## src/design/tlw_pkg.sv

```systemverilog
package tlw_pkg;

  // Input item, last declared field in the lowest bits.
  typedef struct packed {
    logic [2:0]  pad;
    logic [31:0] now_tick;
    logic        demoted;
    logic [31:0] enter_tick;
    logic [31:0] runtime_value;
    logic        entered;
    logic [2:0]  task_id;
  } in_item_t;

  // Result item, last declared field in the lowest bits.
  typedef struct packed {
    logic        pad;
    logic [7:0]  error_total;
    logic [2:0]  task_number;
    logic [1:0]  fault_kind;
    logic        fault;
    logic        refresh;
  } out_item_t;

  localparam int IN_DATA_W  = $bits(in_item_t);
  localparam int OUT_DATA_W = $bits(out_item_t);
  localparam int NUM_W      = 3;

  // One task record as held in the record memory.
  typedef struct packed {
    logic [7:0]  err_count;
    logic [31:0] start;
    logic [31:0] runtime;
  } row_t;

  localparam int ROW_W = $bits(row_t);

  // First hits found by the scan.
  typedef struct packed {
    logic ovr;
    logic stl;
  } hit_t;

  typedef enum logic [1:0] {
    KIND_NONE       = 2'd0,
    KIND_OVERRUN    = 2'd1,
    KIND_STALL      = 2'd2,
    KIND_NO_CULPRIT = 2'd3
  } kind_t;

  typedef enum logic [1:0] {
    CFG_MAX_RUNTIME   = 2'd0,
    CFG_MAX_ELAPSED   = 2'd1,
    CFG_SETTLE_CHECKS = 2'd2,
    CFG_UNUSED        = 2'd3
  } cfg_idx_t;

  localparam logic [31:0] RST_MAX_RUNTIME = 32'd10;
  localparam logic [31:0] RST_MAX_ELAPSED = 32'd60;
  localparam logic [1:0]  RST_SETTLE      = 2'd3;
  localparam logic [7:0]  ERR_MAX         = 8'hFF;

endpackage

```

## src/design/tlw_ram.sv

```systemverilog
module tlw_ram #(
  parameter int WIDTH = 8,
  parameter int DEPTH = 8,
  localparam int AW = (DEPTH > 1) ? $clog2(DEPTH) : 1
) (
  input  logic             clk,
  input  logic             we,
  input  logic [AW-1:0]    waddr,
  input  logic [WIDTH-1:0] wdata,
  input  logic [AW-1:0]    raddr,
  output logic [WIDTH-1:0] rdata
);

  logic [WIDTH-1:0] mem [DEPTH];

  always_ff @(posedge clk) begin
    if (we) begin
      mem[waddr] <= wdata;
    end
    rdata <= mem[raddr];
  end

endmodule

```

## src/design/tlw_scan.sv

```systemverilog
module tlw_scan #(
  parameter int TASKS = 5,
  localparam int AW = (TASKS > 1) ? $clog2(TASKS) : 1
) (
  input  logic               clk,
  input  logic               rst,
  input  logic               clear,
  input  logic               eval,
  input  logic [AW-1:0]      eval_idx,
  input  tlw_pkg::row_t      row,
  input  logic               row_ok,
  input  logic               rt_ok,
  input  logic               demoted,
  input  logic [31:0]        max_runtime,
  input  logic [31:0]        max_elapsed,
  input  logic [31:0]        now_tick,
  output tlw_pkg::hit_t      hits,
  output logic [AW-1:0]      ovr_idx,
  output logic [AW-1:0]      stl_idx
);

  logic [31:0] runtime;
  logic [31:0] start;
  logic [31:0] elapsed;
  logic        overrun;
  logic        stalled;

  // Unwritten records and cleared runtimes read as zero.
  assign runtime = (row_ok && rt_ok) ? row.runtime : '0;
  assign start   = row_ok ? row.start : '0;
  assign elapsed = now_tick - start;
  assign overrun = !demoted && (runtime > max_runtime);
  assign stalled = !demoted && (elapsed > max_elapsed);

  // Keep the first task of each kind.
  always_ff @(posedge clk) begin
    if (rst || clear) begin
      hits <= '0;
    end else if (eval) begin
      hits <= '{ovr: hits.ovr || overrun, stl: hits.stl || stalled};
    end
  end

  always_ff @(posedge clk) begin
    if (eval && !hits.ovr && overrun) begin
      ovr_idx <= eval_idx;
    end
    if (eval && !hits.stl && stalled) begin
      stl_idx <= eval_idx;
    end
  end

endmodule

```

## src/design/task_liveness_watchdog_monitor_unit.sv

```systemverilog
// Task report: record written in the cycle after acceptance, then back to idle.
// Passing check: S_OUT moves the result to the output register once it is free.
// Failing check: the scan reads one record of the record RAM per cycle (S_SCAN,
// S_SCAN_LAST), then S_DECIDE, S_FIX_WR (skipped with no culprit) and S_OUT follow.
// A result may wait in the output register while the next item is accepted.
// rst (synchronous) clears marks, flags, halt and output; registers load 10, 60, 3.
module task_liveness_watchdog_monitor_unit #(
  parameter int TASKS = 5
) (
  input  logic                           clk,
  input  logic                           rst,
  input  logic                           s_tvalid,
  output logic                           s_tready,
  // task_id[2:0], entered[3], runtime_value[35:4], enter_tick[67:36],
  // demoted[68], now_tick[100:69], zero fill[103:101]
  input  logic [tlw_pkg::IN_DATA_W-1:0]  s_tdata,
  // req_type[0]
  input  logic                           s_tuser,
  output logic                           m_tvalid,
  input  logic                           m_tready,
  // refresh[0], fault[1], fault_kind[3:2], task_number[6:4],
  // error_total[14:7], zero fill[15]
  output logic [tlw_pkg::OUT_DATA_W-1:0] m_tdata,
  input  logic                           cfg_we,
  input  logic [1:0]                     cfg_addr,
  input  logic [31:0]                    cfg_wdata
);

  localparam int AW = (TASKS > 1) ? $clog2(TASKS) : 1;

  typedef enum logic [6:0] {
    S_IDLE      = 7'b0000001,
    S_REP_WR    = 7'b0000010,
    S_SCAN      = 7'b0000100,
    S_SCAN_LAST = 7'b0001000,
    S_DECIDE    = 7'b0010000,
    S_FIX_WR    = 7'b0100000,
    S_OUT       = 7'b1000000
  } state_t;

  state_t state;
  state_t state_next;

  tlw_pkg::in_item_t  in_item;
  tlw_pkg::out_item_t out_q;
  tlw_pkg::out_item_t res;
  tlw_pkg::row_t      rdata;
  tlw_pkg::row_t      wdata;
  tlw_pkg::hit_t      hits;

  // Configuration registers.
  logic [31:0] max_runtime;
  logic [31:0] max_elapsed;
  logic [1:0]  settle_left;

  // Per-task flags kept in flops; the wide fields live in the record RAM.
  logic [TASKS-1:0] entered_mark;
  logic [TASKS-1:0] demoted_flag;
  logic [TASKS-1:0] row_valid;
  logic [TASKS-1:0] rt_valid;
  logic             halted;

  // Latched item.
  logic [AW-1:0] it_id;
  logic          it_entered;
  logic [31:0]   it_runtime;
  logic [31:0]   it_start;
  logic          it_demoted;
  logic [31:0]   now_q;

  logic [AW-1:0] scan_idx;
  logic          eval_q;
  logic [AW-1:0] eval_idx_q;
  logic [AW-1:0] ovr_idx;
  logic [AW-1:0] stl_idx;
  logic [AW-1:0] blame_idx;
  logic [AW-1:0] blame_q;
  logic [1:0]    kind_q;

  logic          accept;
  logic          is_check;
  logic          id_ok;
  logic [AW-1:0] id_addr;
  logic          pass;
  logic          ram_we;
  logic [AW-1:0] ram_waddr;
  logic [AW-1:0] ram_raddr;
  logic [7:0]    err_cur;
  logic [7:0]    err_inc;
  logic          out_free;

  assign in_item  = tlw_pkg::in_item_t'(s_tdata);
  assign s_tready = (state == S_IDLE);
  assign accept   = s_tvalid && s_tready;
  assign is_check = s_tuser;
  assign id_ok    = 32'(in_item.task_id) < 32'(TASKS);
  assign id_addr  = AW'(in_item.task_id);
  assign m_tdata  = out_q;
  assign out_free = !m_tvalid || m_tready;

  // Check passes while settling, or when every task entered or is demoted.
  assign pass = (settle_left != 2'd0) || (&(entered_mark | demoted_flag));

  // Overrun beats stall; the scan kept the first task of each.
  assign blame_idx = hits.ovr ? ovr_idx : stl_idx;

  assign err_cur = row_valid[blame_q] ? rdata.err_count : 8'd0;
  assign err_inc = (err_cur == tlw_pkg::ERR_MAX) ? err_cur : err_cur + 8'd1;

  // Record RAM port control.
  always_comb begin
    ram_raddr = scan_idx;
    ram_we    = 1'b0;
    ram_waddr = it_id;
    wdata     = rdata;
    unique case (state)
      S_IDLE:   ram_raddr = id_addr;
      S_DECIDE: ram_raddr = blame_idx;
      S_REP_WR: begin
        // Merge the report into the record just read.
        ram_we            = 1'b1;
        ram_waddr         = it_id;
        wdata.err_count   = row_valid[it_id] ? rdata.err_count : 8'd0;
        wdata.start       = it_entered ? it_start :
                            (row_valid[it_id] ? rdata.start : 32'd0);
        wdata.runtime     = it_runtime;
      end
      S_FIX_WR: begin
        // Write back the blamed task's bumped error count.
        ram_we            = 1'b1;
        ram_waddr         = blame_q;
        wdata.err_count   = err_inc;
        wdata.start       = row_valid[blame_q] ? rdata.start : 32'd0;
        wdata.runtime     = (row_valid[blame_q] && rt_valid[blame_q]) ?
                            rdata.runtime : 32'd0;
      end
      default: ram_raddr = scan_idx;
    endcase
  end

  tlw_ram #(
    .WIDTH (tlw_pkg::ROW_W),
    .DEPTH (TASKS)
  ) u_rec_ram (
    .clk   (clk),
    .we    (ram_we),
    .waddr (ram_waddr),
    .wdata (wdata),
    .raddr (ram_raddr),
    .rdata (rdata)
  );

  // Evaluate each record in the cycle after its read.
  tlw_scan #(
    .TASKS (TASKS)
  ) u_scan (
    .clk         (clk),
    .rst         (rst),
    .clear       (accept && is_check),
    .eval        (eval_q),
    .eval_idx    (eval_idx_q),
    .row         (rdata),
    .row_ok      (row_valid[eval_idx_q]),
    .rt_ok       (rt_valid[eval_idx_q]),
    .demoted     (demoted_flag[eval_idx_q]),
    .max_runtime (max_runtime),
    .max_elapsed (max_elapsed),
    .now_tick    (now_q),
    .hits        (hits),
    .ovr_idx     (ovr_idx),
    .stl_idx     (stl_idx)
  );

  // Next state.
  always_comb begin
    state_next = state;
    unique case (state)
      S_IDLE: begin
        if (accept && !halted) begin
          if (!is_check) begin
            if (id_ok) begin
              state_next = S_REP_WR;
            end
          end else if (pass) begin
            state_next = S_OUT;
          end else begin
            state_next = S_SCAN;
          end
        end
      end
      S_REP_WR: state_next = S_IDLE;
      S_SCAN: begin
        if (scan_idx == AW'(TASKS - 1)) begin
          state_next = S_SCAN_LAST;
        end
      end
      S_SCAN_LAST: state_next = S_DECIDE;
      S_DECIDE: begin
        if (hits.ovr || hits.stl) begin
          state_next = S_FIX_WR;
        end else begin
          state_next = S_OUT;
        end
      end
      S_FIX_WR: state_next = S_OUT;
      S_OUT: begin
        if (out_free) begin
          state_next = S_IDLE;
        end
      end
      default: state_next = S_IDLE;
    endcase
  end

  // Control state.
  always_ff @(posedge clk) begin
    if (rst) begin
      state        <= S_IDLE;
      max_runtime  <= tlw_pkg::RST_MAX_RUNTIME;
      max_elapsed  <= tlw_pkg::RST_MAX_ELAPSED;
      settle_left  <= tlw_pkg::RST_SETTLE;
      entered_mark <= '0;
      demoted_flag <= '0;
      row_valid    <= '0;
      rt_valid     <= '0;
      halted       <= 1'b0;
      m_tvalid     <= 1'b0;
      eval_q       <= 1'b0;
    end else begin
      state  <= state_next;
      eval_q <= (state == S_SCAN);

      // Passing check: clear marks and runtimes, count down the settle phase.
      if (state == S_IDLE && accept && !halted && is_check && pass) begin
        entered_mark <= '0;
        rt_valid     <= '0;
        if (settle_left != 2'd0) begin
          settle_left <= settle_left - 2'd1;
        end
      end

      if (state == S_REP_WR) begin
        row_valid[it_id]    <= 1'b1;
        rt_valid[it_id]     <= 1'b1;
        demoted_flag[it_id] <= it_demoted;
        if (it_entered) begin
          entered_mark[it_id] <= 1'b1;
        end
      end

      if (state == S_FIX_WR) begin
        row_valid[blame_q] <= 1'b1;
      end

      // Hand the pending result to the output register; a fault halts.
      if (state == S_OUT && out_free) begin
        m_tvalid <= 1'b1;
        halted   <= res.fault;
      end else if (m_tready) begin
        m_tvalid <= 1'b0;
      end

      // Writes must arrive only while idle; the block itself does not enforce it.
      if (cfg_we) begin
        unique case (tlw_pkg::cfg_idx_t'(cfg_addr))
          tlw_pkg::CFG_MAX_RUNTIME:   max_runtime <= cfg_wdata;
          tlw_pkg::CFG_MAX_ELAPSED:   max_elapsed <= cfg_wdata;
          tlw_pkg::CFG_SETTLE_CHECKS: settle_left <= cfg_wdata[1:0];
          default: ;
        endcase
      end
    end
  end

  // Payload registers.
  always_ff @(posedge clk) begin
    if (state == S_IDLE && accept) begin
      it_id      <= id_addr;
      it_entered <= in_item.entered;
      it_runtime <= in_item.runtime_value;
      it_start   <= in_item.enter_tick;
      it_demoted <= in_item.demoted;
      now_q      <= in_item.now_tick;
      scan_idx   <= '0;
    end else if (state == S_SCAN) begin
      scan_idx <= scan_idx + AW'(1);
    end

    eval_idx_q <= scan_idx;

    if (state == S_IDLE && accept) begin
      res <= '{pad: 1'b0, error_total: 8'd0, task_number: 3'd0,
               fault_kind: tlw_pkg::KIND_NONE, fault: 1'b0, refresh: 1'b1};
    end else if (state == S_DECIDE) begin
      blame_q <= blame_idx;
      kind_q  <= hits.ovr ? tlw_pkg::KIND_OVERRUN : tlw_pkg::KIND_STALL;
      res <= '{pad: 1'b0, error_total: 8'd0, task_number: 3'd0,
               fault_kind: tlw_pkg::KIND_NO_CULPRIT, fault: 1'b1, refresh: 1'b0};
    end else if (state == S_FIX_WR) begin
      res <= '{pad: 1'b0, error_total: err_inc,
               task_number: tlw_pkg::NUM_W'(32'(blame_q) + 32'd1),
               fault_kind: kind_q, fault: 1'b1, refresh: 1'b0};
    end

    if (state == S_OUT && out_free) begin
      out_q <= res;
    end
  end

  // The fault result is loaded on the same edge that halts the block.
  a_halt_with_fault: assert property (@(posedge clk) disable iff (rst)
    $rose(halted) |-> m_tvalid && out_q.fault)
    else $error("halt without a fault result");

  // Halt holds until reset.
  a_halt_sticky: assert property (@(posedge clk) disable iff (rst)
    halted |=> halted)
    else $error("halt released without reset");

  // Record RAM is written only by a report merge or an error-count write-back.
  a_ram_write_src: assert property (@(posedge clk) disable iff (rst)
    ram_we |-> (state == S_REP_WR || state == S_FIX_WR))
    else $error("unexpected record write");

  // The write-back follows the read issued in the decide step.
  a_fix_after_decide: assert property (@(posedge clk) disable iff (rst)
    state == S_FIX_WR |-> $past(state) == S_DECIDE && $past(hits.ovr || hits.stl))
    else $error("error write-back without a blamed task");

endmodule

```

## config.mk

```make
export PLATFORM = sky130hd
export DESIGN_NAME = task_liveness_watchdog_monitor_unit
export DESIGN_NICKNAME = d
export VERILOG_FILES = /design/src/design/tlw_pkg.sv /design/src/design/tlw_ram.sv /design/src/design/tlw_scan.sv /design/src/design/task_liveness_watchdog_monitor_unit.sv
export SDC_FILE = /design/constraint.sdc
export NUM_CORES = 1
export LEC_CHECK = 0
export ABC_CLOCK_PERIOD_IN_PS = 17100
export BUFFER_PORTS_ARGS = -buffer_cell sky130_fd_sc_hd__buf_2
export CAP_MARGIN = 5
export CORE_ASPECT_RATIO = 0.75
export CORE_MARGIN = 2
export CORE_UTILIZATION = 35
export DETAILED_ROUTE_END_ITERATION = 10
export PLACE_DENSITY = 0.63
export SETUP_SLACK_MARGIN = 0.5
export SLEW_MARGIN = 20
export SYNTH_ARGS = -nofsm -noshare
export SYNTH_HDL_FRONTEND = slang
export SYNTH_SLANG_ARGS = --single-unit
```

## constraint.sdc

```tcl
create_clock -name clk -period 17.1 [get_ports clk]
set_input_delay 1.71 -clock clk [delete_from_list [all_inputs] [get_ports clk]]
set_output_delay 1.71 -clock clk [all_outputs]
set_load 0.01 [all_outputs]
```

---- After elaboration in Yosys (flattened, before gate mapping) ----
Memories as Yosys holds them, arrays and structs flattened. A register that Yosys moved wholly into a read port is not among the register bits.
Cells that the tools add are included.
word-level totals
  input bits .............................. 144
  flip-flop bits (word level) ............. 246
  memories kept ........................... 1
  memory bits (writable) .................. 360
  logic and storage cells ................. 170
memory list
  name           depth  width  rd ports  clocked after memory_dff  write ports  RTL line       RTL
  u_rec_ram.mem  5      72     1         1                         1            tlw_ram.sv:14  logic [WIDTH-1:0] mem [DEPTH];
cells by class
  multiplexer cells ....................... 60
  reduce and logical (&&, ||, !) cells .... 40
  $add $sub $neg .......................... 5
  equality and inequality tests ........... 15
  bitwise operators ....................... 6
  order comparisons ....................... 8
operators by type and width
  cell                                                         number
  2-to-1 mux 32 bit                                            6
  one-hot mux 72 bit (2 select lines)                          1
  > comparator 32 bit                                          2
  2-to-1 mux 5 bit                                             10
  2-to-1 mux 7 bit                                             7
  one-hot mux 7 bit (6 select lines)                           1
  subtractor 32 bit                                            1
  bitwise OR 5 bit                                             5
  2-to-1 mux 8 bit                                             3
  binary-select mux 1 bit (select 3 bit)                       6
  logical AND 1 bit                                            18
  2-to-1 mux 1 bit                                             13
  less-than comparator 3 x 4 -> 1 bit (second input constant)  3
  2-to-1 mux 2 bit                                             5
  adder 8 x 1 -> 8 bit (second input constant)                 1
  equality test 8 bit (second input constant)                  1
  2-to-1 mux 4 bit                                             2
  equality test 7 x 1 -> 1 bit (second input constant)         1
  equality test 7 x 2 -> 1 bit (second input constant)         1
  equality test 7 x 3 -> 1 bit (second input constant)         1
  equality test 7 x 4 -> 1 bit (second input constant)         1
  equality test 7 x 5 -> 1 bit (second input constant)         1
  equality test 7 x 6 -> 1 bit (second input constant)         1
  equality test 7 bit (second input constant)                  1
  other kinds (23)                                             42

---- Logic depth before layout (Yosys ltp) ----
Gate-level depths: netlist (run 1).
  word-level depth ........................ 11
  gate-level depth with buffers ........... 25
  gate-level depth less buffers ........... 24

---- By module ----
A second synthesis (run 1) with hierarchy kept.
second synthesis, totals
  cells, all modules ...................... 2393
  area total of the unflattened synthesis .. 29862.4 sq um
by module, submodules not included
  module                               sequential area each (sq um)  times used  area each (sq um)  cells an instance
  tlw_ram                              12251.8                       1           15715.1            847
  task_liveness_watchdog_monitor_unit  5975.7                        1           10375.0            1032
  tlw_scan                             220.2                         1           3772.4             514

---- Worst setup path before layout (run 1) ----
No wires, ideal clock.
  path type ............................... flip-flop to flip-flop
  from .................................... reg state[6]
  to ...................................... mem u_rec_ram.mem[1][0] in the netlist's numbering, enable pin
  arrival time ............................ 6.662 ns
  stages on the path, launching flop included .. 8
  required time ........................... 16.496 ns
  clock period less this slack ............ 7.266 ns
  path slack .............................. 9.834 ns
  path through ............................ dfxtp_1 > or3_4 > nor3_4 > nand3b_1 > clkbuf_1 > nor2_1 > nand2_1 > o21ai_0
on the way
  longest elaborated chain between the ends .. 5
  elaborated cells on any way between the ends .. 7
  those cells by class .................... 2 x eq/ne; 4 x mux; 1 x reduce/logical
RTL lines
  element                                                                       RTL line                                    RTL
  start: declaration                                                            task_liveness_watchdog_monitor_unit.sv:41   state_t state;
  start signal: assignment                                                      task_liveness_watchdog_monitor_unit.sv:230  state <= state_next;
  equality test 7 x 2 -> 1 bit or equality test 7 x 6 -> 1 bit (tied branches)  task_liveness_watchdog_monitor_unit.sv:116  unique case (state)
  OR reduction 2 bit (no source line)                                           -
  2-to-1 mux 1 bit                                                              task_liveness_watchdog_monitor_unit.sv:116
  2-to-1 mux 1 bit                                                              tlw_ram.sv:17                               if (we) begin
  2-to-1 mux 1 bit (not written as such)                                        tlw_ram.sv:18                               mem[waddr] <= wdata;
  end: declaration                                                              tlw_ram.sv:14
Several ways; a longest one is shown, not always the timed one.

---- Final worst setup path (run 1) ----
  from .................................... reg eval_idx_q[0]
  to ...................................... reg u_scan.stl_idx[0], enable pin
on the way
  longest elaborated chain between the ends .. 7
  elaborated cells on any way between the ends .. 10
  those cells by class .................... 1 x add/sub; 1 x order compare; 5 x mux; 3 x reduce/logical
RTL lines
  element                                 RTL line                                    RTL
  start: declaration                      task_liveness_watchdog_monitor_unit.sv:73   logic [AW-1:0] eval_idx_q;
  start signal: assignment                task_liveness_watchdog_monitor_unit.sv:289  eval_idx_q <= scan_idx;
  binary-select mux 1 bit (select 3 bit)  task_liveness_watchdog_monitor_unit.sv:163  .row_ok (row_valid[eval_idx_q]),
  2-to-1 mux 1 bit (not written as such)  task_liveness_watchdog_monitor_unit.sv:163
  2-to-1 mux 32 bit                       tlw_scan.sv:30                              assign start = row_ok ? row.start : '0;
  subtractor 32 bit                       tlw_scan.sv:31                              assign elapsed = now_tick - start;
  > comparator 32 bit                     tlw_scan.sv:33                              assign stalled = !demoted && (elapsed > max_elapsed);
  logical AND 1 bit *                     tlw_scan.sv:33
  logical AND 1 bit *                     tlw_scan.sv:48                              if (eval && !hits.stl && stalled) begin
  end signal: assignment                  tlw_scan.sv:49                              stl_idx <= eval_idx;
  end: declaration                        tlw_scan.sv:19                              output logic [AW-1:0] stl_idx
Mark *: on every way between the ends. The rest lies on a longest branch, timed or not. The select of a mux whose other input is x is not followed.
A chain may end at the register's enable or synchronous reset.

==> results of run 1 <==
[cell usage after synthesis (9+ instances only)]
| cell type | n |
|---|---|
| a21o_1 | 44 |
| o221ai_1 | 65 |
| and2_1 | 42 |
| o221ai_2 | 9 |
| a211oi_1 | 15 |
| xor2_1 | 15 |
| a21oi_1 | 113 |
| nand2_1 | 285 |
| a31oi_1 | 18 |
| nor3_1 | 9 |
| inv_1 | 80 |
| a22o_1 | 64 |
| clkbuf_1 | 65 |
| buf_2 | 10 |
| nor2_1 | 66 |
| ha_1 | 100 |
| and3_1 | 14 |
| o21ai_0 | 49 |
| dfxtp_1 | 191 |
| o21a_1 | 10 |
| nand4_1 | 18 |
| xnor2_1 | 19 |
| edfxtp_1 | 487 |
| nand3_1 | 26 |
| nor2b_1 | 13 |
| mux2i_1 | 155 |
[metal layers]
metal	wire (µm)	track usage (%)	part of all wire, %	up-vias
met4	1130	3.97	1.6	16
met3	5730	5.12	8.2	109
met1	31300	22.3	45	8725
li1	-	-	-	8310
met5	106	0	0.15	-
met2	31400	25.9	45	497
[final timing paths]
kind	start	end	slack (ns)
setup reg to reg	eval_idx_q[0]	u_scan.stl_idx[0]	10.85
setup / recovery	eval_idx_q[0]	u_scan.stl_idx[0]	10.85
hold reg to reg	res[4]	m_tdata[4]	0.43
hold / removal	res[4]	m_tdata[4]	0.43
[per-stage QoR]
step	hold WS, ns	std cells	cell area (µm²)
2_1_floorplan	0.380	2123	28200
3_3_place_gp	0.412	3259	30000
3_5_place_dp	0.412	3259	30000
4_1_cts	0.432	3391	32400
5_1_grt	0.450	3394	32400
6_report	0.430	3398	32400
[cells by family after synthesis]
family / count (synthesis) / synth area share (%)
flops: 678 / 65.4
xor+xnor: 34 / 1.06
simple gates: 518 / 8.52
mux: 162 / 5.94
other cells: 1 / 0.0133
compound gates: 447 / 11.5
buf+inv: 182 / 3.04
fa+ha+maj: 101 / 4.51
[power groups by stage]
stage / sequential [mW] / clock [mW] / combinational (mW)
floorplan: 2.03 / 0 / 0.468
global placement: 2.07 / 0 / 0.591
detailed placement: 2.07 / 0 / 0.617
CTS: 2.04 / 1.58 / 0.622
global route: 2.05 / 1.65 / 0.687
finish: 2.04 / 1.55 / 0.621
[layout by cell type, fill, tap and decap left out, types with 12 or more instances in the layout]
cell type	n
a21o_1	43
buf_2	157
clkbuf_1	15
ha_1	100
nand2_1	283
edfxtp_1	487
nand4_1	18
o221ai_1	65
mux2i_1	155
xnor2_1	19
buf_4	20
a211oi_1	15
a21oi_1	111
nand3_1	25
dfxtp_1	191
inv_1	80
o21ai_0	48
nor2_1	65
a22o_1	64
clkinv_2	12
xor2_1	15
and2_1	40
clkinv_1	12
clkbuf_16	73
a31oi_1	18
and3_1	14
nor2b_1	13
[flip-flops by register name, summed over array words and instances (netlist names), 7 cells and up]
register         count
res                 15
max_elapsed         32
it_start            32
max_runtime         32
m_tdata             15
it_runtime          32
u_rec_ram.rdata     72
u_rec_ram.mem      360
now_q               32
state                7
[cell type report]
| cell class | count | share of cell area, % |
|---|---|---|
| Inverter | 81 | 0.953 |
| Tap cell | 1058 | 4.08 |
| Sequential cell | 678 | 56.9 |
| Clock inverter | 44 | 1.50 |
| Timing Repair Buffer | 180 | 2.99 |
| Clock buffer | 88 | 5.81 |
| Multi-Input combinational cell | 1263 | 27.7 |
| Antenna cell | 6 | 0.0463 |
[critical path, delay by kind of cell (launching register included)]
family / cells / cell delay (ns)
and+or+nand+nor: 10 / 2.07
DFF: 1 / 0.60
buffers and inverters: 2 / 0.38
AOI/OAI and AO/OA: 9 / 1.88
muxes: 1 / 0.13
adders and majority gates: 3 / 0.85
==> impl_results.md, run 1 <==
- Status: finished clean
- I/O Buffers: 157
- Worst ir drop on vdd: 0.0697 mV
- Fin nets: 2521
- Post-CTS sizing: 0
- Layout cells sized above 1: 14.3%
- Register share of total power: 48.5%
- Final setup vio count: 0
- Hold Crit Class: register to register
- Count of flip-flops with a built-in enable after synthesis: 487
- Leakage: 12.0 nW
- CTS Hold Bufs: 0
- Iteration-0 DRC Markers: 1508
- Combined area of the multi-input logic cells: 8990 µm²
- Post-Syn Area: 28200 µm²
- R2R cell count: 25
- Post-CTS Setup Bufs: 0
- Hold Fails Final Rpt: 0
- Clk sinks: 678
- Async set-reset flop share out of synthesis: 0%
- Synthesis-to-finish area growth: 15.0%
- Switching power of the nets: 1.12 mW
- Comb pwr share: 14.8%
- Max cap viols: 0
- Sequential fraction of the synthesis area: 65.4%
- Largest net degree at the start of global routing: 95
- Clk pin slew, worst setup/hold paths: 0.05 ns
- Post-DP HPWL: 44.9 mm
- Critical path type: register to register
- Clock root buffer: clkbuf_16
- First-pass GRT wire length: 105 mm
- RSZ-0062 raised after global routing: false
- Residual DRC: 0
- CP endpoint kind: register
- Post-synthesis cell type count: 81
- Setup_tns: 0 ns
- Max Buffers Root-to-Sink: 3
- Worst Tran Pin Value: 1.11 ns
- Area contributors post-synth: edfxtp_1 (52%), dfxtp_1 (14%), mux2i_1 (5.5%)
- Avg Cell Area, Syn: 13.3 µm²
- Max stage delay cell, worst path: dfxtp_1
- Vias in the first global route: 17605
- Die height: 250 µm
- Clock Latency Late Sink: 0.63 ns
- CTS H-tree lvls: 3
- Post-synthesis instance total: 2123
- Synth area leader: edfxtp_1
- Sequential cell area: 18400 µm²
- Num CTS Buffers: 72
- Arr. time, crit path: 6.55 ns
- Fill count: 7365
- Yosys warnings: 0
- CP max stage delay: 0.60 ns
- Post-synth top flop: edfxtp_1
- Critical Path RT: 17.39 ns
- Via count: 17657
- PwrDens: 130 nW/µm²
- Crit-path max FO: 33
- Tmin final: 6.25 ns
- Core Area: 80100 µm²
- Row Count: 90
- Share of the synthesized area in the top cell type: 51.9%
- Pwr Total: 4.21 mW
- Worst slew margin: 25.7%
- Clk network pwr share: 36.7%
- Hold Path Depth: 0
- DRT antenna net count: 0
- DRT Wirelength: 69.6 mm
- Final critical-path share of the clock period: 36.6%
- DR pass1 iterations: 5
- Max Clk Rate: 160 MHz
- Clock skew: 0.0362 ns
- Die extent in x: 332 µm
- Seq cells post-synth: 678
- Drt via density: 5.20
- Initial core utilization: 35.2%
- Sw Ratio: 26.6%
- CTS tree: built
- Syn nets: 2368
- Tot GR Track Use: 16.5%
- Gpl congestion: 0.892
- Slew Viols, Final: 0
- Global route total overflow: 0
- Layout Utilization: 40.5%
- IO Pins: 162
- Placement Setup Slack: 10.85 ns
- Internal power: 3.09 mW
- Critical path startpoint category: register
- Final WS setup: 10.85 ns
- Initial antenna violation count: 16
- Wirelength per Cell: 20.5 µm
- Die footprint: 82900 µm²
(Power assumes the default switching activity.)
==> run 2, diff against run 1 <==
--- a/config.mk
+++ b/config.mk
@@ -5,14 +5,14 @@
 export SDC_FILE = /design/constraint.sdc
 export NUM_CORES = 1
 export LEC_CHECK = 0
-export ABC_CLOCK_PERIOD_IN_PS = 17100
+export ABC_CLOCK_PERIOD_IN_PS = 5100
 export BUFFER_PORTS_ARGS = -buffer_cell sky130_fd_sc_hd__buf_2
 export CAP_MARGIN = 5
 export CORE_ASPECT_RATIO = 0.75
 export CORE_MARGIN = 2
 export CORE_UTILIZATION = 35
 export DETAILED_ROUTE_END_ITERATION = 10
-export PLACE_DENSITY = 0.63
+export PLACE_DENSITY = 0.65
 export SETUP_SLACK_MARGIN = 0.5
 export SLEW_MARGIN = 20
 export SYNTH_ARGS = -nofsm -noshare
==> constraint.sdc (replaced) <==
create_clock -name clk -period 5.1 [get_ports clk]
set_input_delay 0.51 -clock clk [delete_from_list [all_inputs] [get_ports clk]]
set_output_delay 0.51 -clock clk [all_outputs]
set_load 0.01 [all_outputs]
==> impl_results.md, run 2 (synthesis gave the netlist of run 1 again) <==
- RSZ-0062 raised after global routing: true
- Placement Setup Slack: -0.0264 ns
- Die extent in x: 332 µm
- Row Count: 90
- CTS tree: built
- Final WS setup: 0.271 ns
- Final setup vio count: 0
- Clk pin slew, worst setup/hold paths: 0.06 ns
- Largest Register: u_rec_ram.mem
- Max Clk Rate: 207 MHz
- Tot GR Track Use: 16.8%
- Via count: 18051
- Drt via density: 5.21
- IO Pins: 162
- Tmin final: 4.83 ns
- Critical path type: register to register
- Wirelength per Cell: 20.6 µm
- DR pass1 iterations: 8
- Layout Utilization: 41.8%
- Setup_tns: 0 ns
- Slew Viols, Final: 0
- Worst Tran Pin Value: 1.07 ns
- Num CTS Buffers: 69
- Top Registers: u_rec_ram.mem: 360 flops, u_rec_ram.rdata: 72 flops
- Most frequent cells in the layout: edfxtp_1 (487), nand2_1 (276), dfxtp_1 (190)
- Finished Cell Area: 33500 µm²
- Core Area: 80100 µm²
- Residual DRC: 0
- Gpl congestion: 0.872
- CP endpoint kind: register
- Worst ir drop on vdd: 0.224 mV
- Hold Fails Final Rpt: 0
- Worst slew margin: 28.8%
- Initial core utilization: 35.2%
- Final critical-path share of the clock period: 94.7%
- Die footprint: 82900 µm²
- Synthesis-to-finish area growth: 18.7%
- Layout cells sized above 1: 19.3%
- Clock root buffer: clkbuf_16
- Commonest non-fill, non-tap cell in the layout: edfxtp_1
- Max reg flops: 360
- Fin nets: 2595
- DRT Wirelength: 71.3 mm
- CTS H-tree lvls: 3
- Critical Path RT: 5.47 ns
- Global route total overflow: 0
- Post-DP HPWL: 46.8 mm
- Initial antenna violation count: 21
- Die height: 250 µm
- Placed insts: 3323
- DRT antenna net count: 0
- PwrDens: 427 nW/µm²
- Non-Filler Instances: 3466
- Critical path startpoint category: register
- Iteration-0 DRC Markers: 1565
- Crit-path max FO: 5
- Max cap viols: 0
- Clk sinks: 678
- Max Buffers Root-to-Sink: 3
- Clock Latency Late Sink: 0.62 ns
- First-pass GRT wire length: 107 mm
- Leakage: 12.5 nW
- DP Area: 30700 µm²
- Largest net degree at the start of global routing: 81
- Clock skew: 0.0243 ns
- I/O Buffers: 157
- Arr. time, crit path: 5.20 ns
- Status: finished clean
- Vias in the first global route: 18063
- CTS Hold Bufs: 0
- Hold Crit Class: primary input to register
==> run 2: changes by cell type in the layout (fill, tap and decap cells not counted), moves of 4 or more <==
cell / previous run / this run
nand2_1: 283 / 276
clkbuf_8: 0 / 6
ha_4: 0 / 6
buf_12: 0 / 8
o21ai_0: 48 / 43
nand2_2: 1 / 6
buf_4: 20 / 85
ha_1: 100 / 93
inv_6: 2 / 6
a31oi_1: 18 / 14
a21oi_1: 111 / 107
clkinv_1: 12 / 4
==> run 2: path summary, 6_finish.rpt <==
check,startpoint,end,slack [ns],depth (start not counted)
setup / recovery,eval_idx_q[2],u_scan.stl_idx[0],0.27,25
hold / removal,s_tdata[12],it_runtime[8],0.07,1
setup reg to reg,eval_idx_q[2],u_scan.stl_idx[0],0.27,25
hold reg to reg,res[4],m_tdata[4],0.43,0
==> run 2: report_power, final <==
part           switching, mW  leakage, nW  internal (mW)
clock                   2.15         1.14           3.01
combinational           1.37         5.34          0.935
sequential             0.276         6.03           6.56
total                   3.79         12.5           10.5
==> run 2: layout make-up <==
type | instances | area (µm²)
inverters | 81 | 309
flip-flops and latches | 678 | 18400
well taps | 1058 | 1320
fillers | 7190 | 46600
diodes | 4 | 10.0
repair buffers | 257 | 1690
clock buffers | 89 | 1880
multi-input cells | 1263 | 9370
clock inverters | 36 | 447
==> run 2: timing repair <==
item / CTS / global route
pin swaps: 40 / 24
setup endpoints to repair: 4 / 4
resized for setup: 45 / 22
setup buffers: 8 / 4
endpoints found under the hold margin: 0 / 0
gates cloned: 1 / 0
==> run 2: metrics by stage <==
stage | hold slack, ns | power, mW
3_3_place_gp | 0.423 | 9.02
6_report | 0.0663 | 14.3
2_1_floorplan | 0.380 | 8.38
4_1_cts | 0.0270 | 14.4
3_5_place_dp | 0.424 | 9.12
5_1_grt | 0.0307 | 14.9
==> run 2: worst max-delay path, cell delays in order, from the launching register on <==
cell and delay (ns):
dfxtp_2 0.35, mux2i_2 0.20, o22ai_1 0.09, o21a_2 0.24, buf_12 0.14, buf_16 0.14, buf_8 0.13, nand2_4 0.06
ha_4 0.21, a211oi_4 0.24, nor2_2 0.07, a2111oi_4 0.27, buf_4 0.19, o211a_4 0.18, o21ai_4 0.06, o21ba_2 0.21
o311ai_2 0.22, ha_1 0.29, buf_4 0.14, buf_4 0.12, buf_4 0.13, a211o_1 0.26, a221oi_2 0.24, o221ai_2 0.18
nand3_4 0.15, nor2_4 0.06
==> run 2: metal layers <==
layer	part of all wire (%)	vias up	global-route usage (%)
li1	-	8433	-
met1	44	8931	22.5
met2	46	560	26.7
met3	8.7	107	5.13
met4	1.9	20	4.20
met5	0.17	-	0
